## src/hdl/eucd4d_pkg.sv

```systemverilog
package eucd4d_pkg;

  localparam int unsigned DIMENSIONS = 4;

endpackage

```

## src/hdl/eucd4d_sqrt.sv

```systemverilog
module eucd4d_sqrt #(
  parameter int unsigned ROOT_WIDTH = 17
) (
  input  logic                      clk_i,
  input  logic                      rst_ni,
  input  logic                      valid_i,
  input  logic [2*ROOT_WIDTH-1:0]   radicand_i,
  output logic                      valid_o,
  output logic [ROOT_WIDTH-1:0]     root_o
);

  localparam int unsigned RadW = 2 * ROOT_WIDTH;
  localparam int unsigned RemW = ROOT_WIDTH + 2;

  logic [RadW-1:0]       rad_q  [ROOT_WIDTH+1];
  logic [RemW-1:0]       rem_q  [ROOT_WIDTH+1];
  logic [ROOT_WIDTH-1:0] root_q [ROOT_WIDTH+1];
  logic [ROOT_WIDTH:0]   vld_q;

  // entry stage
  always_ff @(posedge clk_i or negedge rst_ni) begin
    if (!rst_ni) begin
      vld_q[0] <= 1'b0;
    end else begin
      vld_q[0] <= valid_i;
    end
  end

  always_ff @(posedge clk_i) begin
    rad_q[0]  <= radicand_i;
    rem_q[0]  <= '0;
    root_q[0] <= '0;
  end

  // one root bit per stage
  for (genvar g = 0; g < ROOT_WIDTH; g++) begin : g_step
    logic [RemW+1:0]       rem_sh;
    logic [RemW+1:0]       trial;
    logic [RemW+1:0]       rem_sub;
    logic                  fits;
    logic [RemW-1:0]       rem_d;
    logic [ROOT_WIDTH-1:0] root_d;
    logic [RadW-1:0]       rad_d;

    always_comb begin
      rem_sh  = {rem_q[g], rad_q[g][RadW-1 -: 2]};
      trial   = {2'b00, root_q[g], 2'b01};
      rem_sub = rem_sh - trial;
      fits    = (rem_sh >= trial);
      rem_d   = fits ? rem_sub[RemW-1:0] : rem_sh[RemW-1:0];
      root_d  = {root_q[g][ROOT_WIDTH-2:0], fits};
      rad_d   = {rad_q[g][RadW-3:0], 2'b00};
    end

    always_ff @(posedge clk_i or negedge rst_ni) begin
      if (!rst_ni) begin
        vld_q[g+1] <= 1'b0;
      end else begin
        vld_q[g+1] <= vld_q[g];
      end
    end

    always_ff @(posedge clk_i) begin
      rad_q[g+1]  <= rad_d;
      rem_q[g+1]  <= rem_d;
      root_q[g+1] <= root_d;
    end
  end

  assign valid_o = vld_q[ROOT_WIDTH];
  assign root_o  = root_q[ROOT_WIDTH];

endmodule

```

## src/hdl/euclidean_distance_4d_top.sv

```systemverilog
// Euclidean distance between two points in four dimensions. Coordinates are
// signed fixed point of COORD_WIDTH bits; distance_o is the floor square root
// of the exact sum of squared differences, in the same units as the inputs.
// A new item is taken in every cycle (busy_o stays low), and each item's result
// shows on distance_o with done_o high for one cycle. The path runs through
// registers for difference, square, pair sum and total, then through the
// square-root pipeline, which resolves one root bit per stage. The receiver
// cannot stall: results come out in order at the rate items went in and must
// be taken when done_o is high.
module euclidean_distance_4d_top
  import eucd4d_pkg::*;
#(
  parameter int unsigned COORD_WIDTH = 16
) (
  input  logic                          clk_i,
  input  logic                          rst_ni,
  input  logic                          start_i,
  output logic                          busy_o,
  input  logic signed [COORD_WIDTH-1:0] start_axis_one_i,
  input  logic signed [COORD_WIDTH-1:0] start_axis_two_i,
  input  logic signed [COORD_WIDTH-1:0] start_axis_three_i,
  input  logic signed [COORD_WIDTH-1:0] start_axis_four_i,
  input  logic signed [COORD_WIDTH-1:0] end_axis_one_i,
  input  logic signed [COORD_WIDTH-1:0] end_axis_two_i,
  input  logic signed [COORD_WIDTH-1:0] end_axis_three_i,
  input  logic signed [COORD_WIDTH-1:0] end_axis_four_i,
  output logic                          done_o,
  output logic [COORD_WIDTH:0]          distance_o
);

  localparam int unsigned DiffW = COORD_WIDTH + 1;
  localparam int unsigned SqW   = 2 * COORD_WIDTH;
  localparam int unsigned SumW  = 2 * COORD_WIDTH + 2;

  logic signed [COORD_WIDTH-1:0] start_w [DIMENSIONS];
  logic signed [COORD_WIDTH-1:0] end_w   [DIMENSIONS];

  logic signed [DiffW-1:0] diff_d [DIMENSIONS];
  logic signed [DiffW-1:0] diff_q [DIMENSIONS];
  logic [COORD_WIDTH-1:0]  mag_w  [DIMENSIONS];
  logic [SqW-1:0]          sq_d   [DIMENSIONS];
  logic [SqW-1:0]          sq_q   [DIMENSIONS];
  logic [SumW-1:0]         pair_d [DIMENSIONS/2];
  logic [SumW-1:0]         pair_q [DIMENSIONS/2];
  logic [SumW-1:0]         sum_d;
  logic [SumW-1:0]         sum_q;
  logic [3:0]              vld_q;

  assign busy_o = 1'b0;

  assign start_w[0] = start_axis_one_i;
  assign start_w[1] = start_axis_two_i;
  assign start_w[2] = start_axis_three_i;
  assign start_w[3] = start_axis_four_i;
  assign end_w[0]   = end_axis_one_i;
  assign end_w[1]   = end_axis_two_i;
  assign end_w[2]   = end_axis_three_i;
  assign end_w[3]   = end_axis_four_i;

  always_comb begin
    for (int k = 0; k < DIMENSIONS; k++) begin
      diff_d[k] = DiffW'(start_w[k]) - DiffW'(end_w[k]);
      mag_w[k]  = diff_q[k][DiffW-1] ? COORD_WIDTH'(-diff_q[k])
                                     : diff_q[k][COORD_WIDTH-1:0];
      sq_d[k]   = SqW'(mag_w[k]) * SqW'(mag_w[k]);
    end
    for (int p = 0; p < DIMENSIONS / 2; p++) begin
      pair_d[p] = {2'b00, sq_q[2*p]} + {2'b00, sq_q[2*p+1]};
    end
    sum_d = pair_q[0] + pair_q[1];
  end

  always_ff @(posedge clk_i or negedge rst_ni) begin
    if (!rst_ni) begin
      vld_q <= '0;
    end else begin
      vld_q <= {vld_q[2:0], start_i & ~busy_o};
    end
  end

  // difference, square, pair sum, total
  always_ff @(posedge clk_i) begin
    diff_q <= diff_d;
    sq_q   <= sq_d;
    pair_q <= pair_d;
    sum_q  <= sum_d;
  end

  eucd4d_sqrt #(
    .ROOT_WIDTH(COORD_WIDTH + 1)
  ) u_sqrt (
    .clk_i     (clk_i),
    .rst_ni    (rst_ni),
    .valid_i   (vld_q[3]),
    .radicand_i(sum_q),
    .valid_o   (done_o),
    .root_o    (distance_o)
  );

endmodule
```

## config.mk

```make
export PLATFORM = sky130hd
export DESIGN_NAME = euclidean_distance_4d_top
export DESIGN_NICKNAME = d
export VERILOG_FILES = /design/src/hdl/eucd4d_pkg.sv /design/src/hdl/eucd4d_sqrt.sv /design/src/hdl/euclidean_distance_4d_top.sv
export SDC_FILE = /design/constraint.sdc
export NUM_CORES = 2
export LEC_CHECK = 0
export BUFFER_PORTS_ARGS = -buffer_cell sky130_fd_sc_hd__clkbuf_2
export CAP_MARGIN = 10
export CORE_MARGIN = 1
export CORE_UTILIZATION = 58
export DETAILED_ROUTE_END_ITERATION = 10
export GPL_TIMING_DRIVEN = 0
export PLACE_DENSITY = 0.82
export SETUP_SLACK_MARGIN = 0.02
export SLEW_MARGIN = 20
export SYNTH_ARGS = -nofsm -noshare
export SYNTH_HDL_FRONTEND = slang
export SYNTH_SLANG_ARGS = --single-unit
```

## constraint.sdc

```tcl
create_clock -name clk_i -period 8.5 [get_ports clk_i]
set_input_delay 0 -clock clk_i [delete_from_list [all_inputs] [get_ports clk_i]]
set_output_delay 0 -clock clk_i [all_outputs]
set_load 0.02 [all_outputs]
```

==> reports/qor.txt <==
Syn avg cell area: 9.58 µm²
Final worst slack: 0.136 ns
HPWL after DPL: 113 mm
Final setup viols: 0
Vias in the first global route: 52500
# nets final: 9090
Max incr delay on CP: 0.56 ns
Post-synthesis simple-gate area fraction: 11.3%
Ys flop type: dfxtp_1
Drt via density: 5.43
Wire per inst: 16.6 µm
Critical path capture point type: flip-flop
H-tree depth: 3
EDFF count, synth: 0
RSZ-0062 raised after global routing: yes
Final slew viol count: 0
Worst path arrival time: 8.90 ns
Clock Sinks: 1055
Total Die Area: 118000 µm²
Dpl cells: 8760
First-pass iteration count of the detailed router: 6
# port buffers: 148
Status: complete, no violations
CTS tree: built
R2R cell count: 31
Compound-Gate Fraction of Synth Area: 9.84%
Antenna Nets Post-Route: 0
Gp weighted congestion: 0.943
CP dominant cell by count: inv_1
Antenna violations before repair: 2
Core area: 116000 µm²
Worst EP required: 9.04 ns
CTS Root Cell: clkbuf_16
CP max-delay cell: fa_1
DRC marker count from the first detailed-route iteration: 2796
Max-Cap Viols: 0
Die Y: 344 µm
Mapped Cells: 7087
Via count: 49900
Post-synthesis mux area share: 0.356%
Min-Delay Path Class: in -> reg
Residual DRC: 0
Later-pin clock latency in the skew report: 0.72 ns
Tmin final: 8.36 ns
Layout cell share with drive strength beyond 1: 7.53%
Std cell rows: 125
Final Core Density: 66.6%
FFs w/ async S/R, synth: 2.09%
Largest net degree at the start of global routing: 23
Worst Tran Pin Value: 1.02 ns
Worst hold stages: 5
Seq/Total Area, Yosys: 31.3%
Design area: 77400 µm²
I/O pins: 150
Post-Synth Adder-Cell Area: 32.8%
CTS Buf Count: 98
CP Class: reg -> reg
Initial Util: 58.4%
Pre-CTS WS: -1.44 ns
FILL cells: 8424
Clock Skews: 0.0697 ns
Placed Area: 70600 µm²
XOR/XNOR Fraction of Synth Area: 6.79%
Post-synthesis cell area: 67900 µm²
Most frequent cells in the layout: inv_1, dfxtp_1, ha_1
Final Non-Filler Cells: 9184
Max frequency: 0.120 GHz
Combinational family with the most area after synthesis: adder cells
Yosys reg bits: 1055
GRT Overall Usage: 25.7%
Area grow syn2layout: 13.9%
Global-route wire length before repair: 248 mm
Clock slew at reported path FFs: 0.07 ns
Die span in x: 344 µm
Crit start category: flip-flop
Final WL: 153 mm
Global route total overflow: 0
Distinct cells, synth: 96
Max-Slew Margin vs Limit: 32.0%
Yosys warnings: 0
Final period utilization: 98.4%
Clock buffer depth: 3
Most common cell after layout, fill and taps aside: inv_1
Crit-path max FO: 10
Endpoints failing hold: 0
-- final timing paths --
path	from	to	slack, ns
max	diff_q[51]	sq_q[124]	0.14
min	end_axis_two_i[9]	diff_q[46]	0.07
max reg2reg	diff_q[51]	sq_q[124]	0.14
min reg2reg	u_sqrt.rad_q[0][7]	u_sqrt.rad_q[1][9]	0.27
max in group asynchronous	rst_ni	u_sqrt.vld_q[12]	7.38
min in group asynchronous	rst_ni	vld_q[0]	0.52
-- cell families (layout without fill, tap and decap cells) --
kind of cell             Yosys count  in the layout
buffers and inverters           1387           1958
multiplexers                      22             22
AND/OR/NAND/NOR                 1682           1682
adder cells (fa/ha/maj)         1383           1383
flip-flops                      1055           1055
XOR/XNOR                         525            525
AO/OA/AOI/OAI                   1032           1032
other                              1              3
-- synth_stat cells, types with 35 or more instances --
master | count | area share, %
o21ai_1 | 77 | 0.57
inv_1 | 1261 | 7.0
o21a_1 | 88 | 0.97
nand2b_1 | 88 | 0.81
xor2_1 | 192 | 2.5
a21o_1 | 150 | 1.7
or3_1 | 44 | 0.41
o31ai_1 | 36 | 0.40
dfxtp_1 | 1033 | 30
clkbuf_1 | 71 | 0.39
xnor2_1 | 331 | 4.3
nand3_1 | 77 | 0.57
ha_1 | 721 | 13
nand2_1 | 551 | 3.0
fa_1 | 662 | 20
nor2_1 | 551 | 3.0
nor2b_1 | 60 | 0.55
a21oi_1 | 305 | 2.2
o21ai_0 | 150 | 1.1
nor3_1 | 110 | 0.81
nand4_1 | 35 | 0.32
-- through the flow --
| stage | hold slack, ns | setup TNS, ns |
|---|---|---|
| floorplan | -0.296 | 0 |
| global placement | -0.0192 | -36.23 |
| detailed placement | 0.00335 | -46.14 |
| CTS | 0.000772 | 0 |
| global route | 0.100 | -0.395 |
| finish | 0.0707 | 0 |
-- cell type report --
type                    count  area (µm²)  share of cell area [%]
diodes                      1        2.50                 0.00323
repair buffers            390        3080                    3.97
inverters                1297        4890                    6.32
flip-flops and latches   1055       21200                    27.4
plain buffers              88         397                   0.513
well taps                1524        1910                    2.46
multi-input cells        4646       42200                    54.6
clock buffers             122        2710                    3.51
clock inverters            61         921                    1.19
-- registers in the layout (all words and copies together), names as in the netlist --
name / flops
u_sqrt.root_q: 153
vld_q: 4
pair_q: 66
u_sqrt.valid_o: 1
sum_q: 34
sq_q: 124
u_sqrt.rad_q: 306
u_sqrt.rem_q: 282
diff_q: 68
u_sqrt.vld_q: 17
-- worst max-delay path, delay by kind of cell (launching register included) --
kind | cells | cell delay, ns
fa+ha+maj | 7 | 3.47
compound gates | 9 | 1.79
simple gates | 5 | 1.10
buf+inv | 8 | 0.82
flops | 1 | 0.41
xor+xnor | 2 | 0.55
-- layer usage --
layer	GRT usage [%]	wire, µm	vias to the layer above
li1	-	-	23700
met1	29.5	59100	24000
met2	46.6	77800	1682
met3	4.16	8840	558
met4	11.5	7170	0
met5	0	0	-
-- repair_timing --
action / in CTS / in global routing
hold buffers: 202 / 0
hold endpoints to repair: 91 / 0
gates cloned: 0 / 0
resized for setup: 73 / 97
setup buffers: 20 / 20
setup endpoints to repair: 70 / 38
pin swaps: 15 / 24
Power is not shown: default switching activity piles up to over one toggle a cycle in this logic, so the estimate is an artifact.
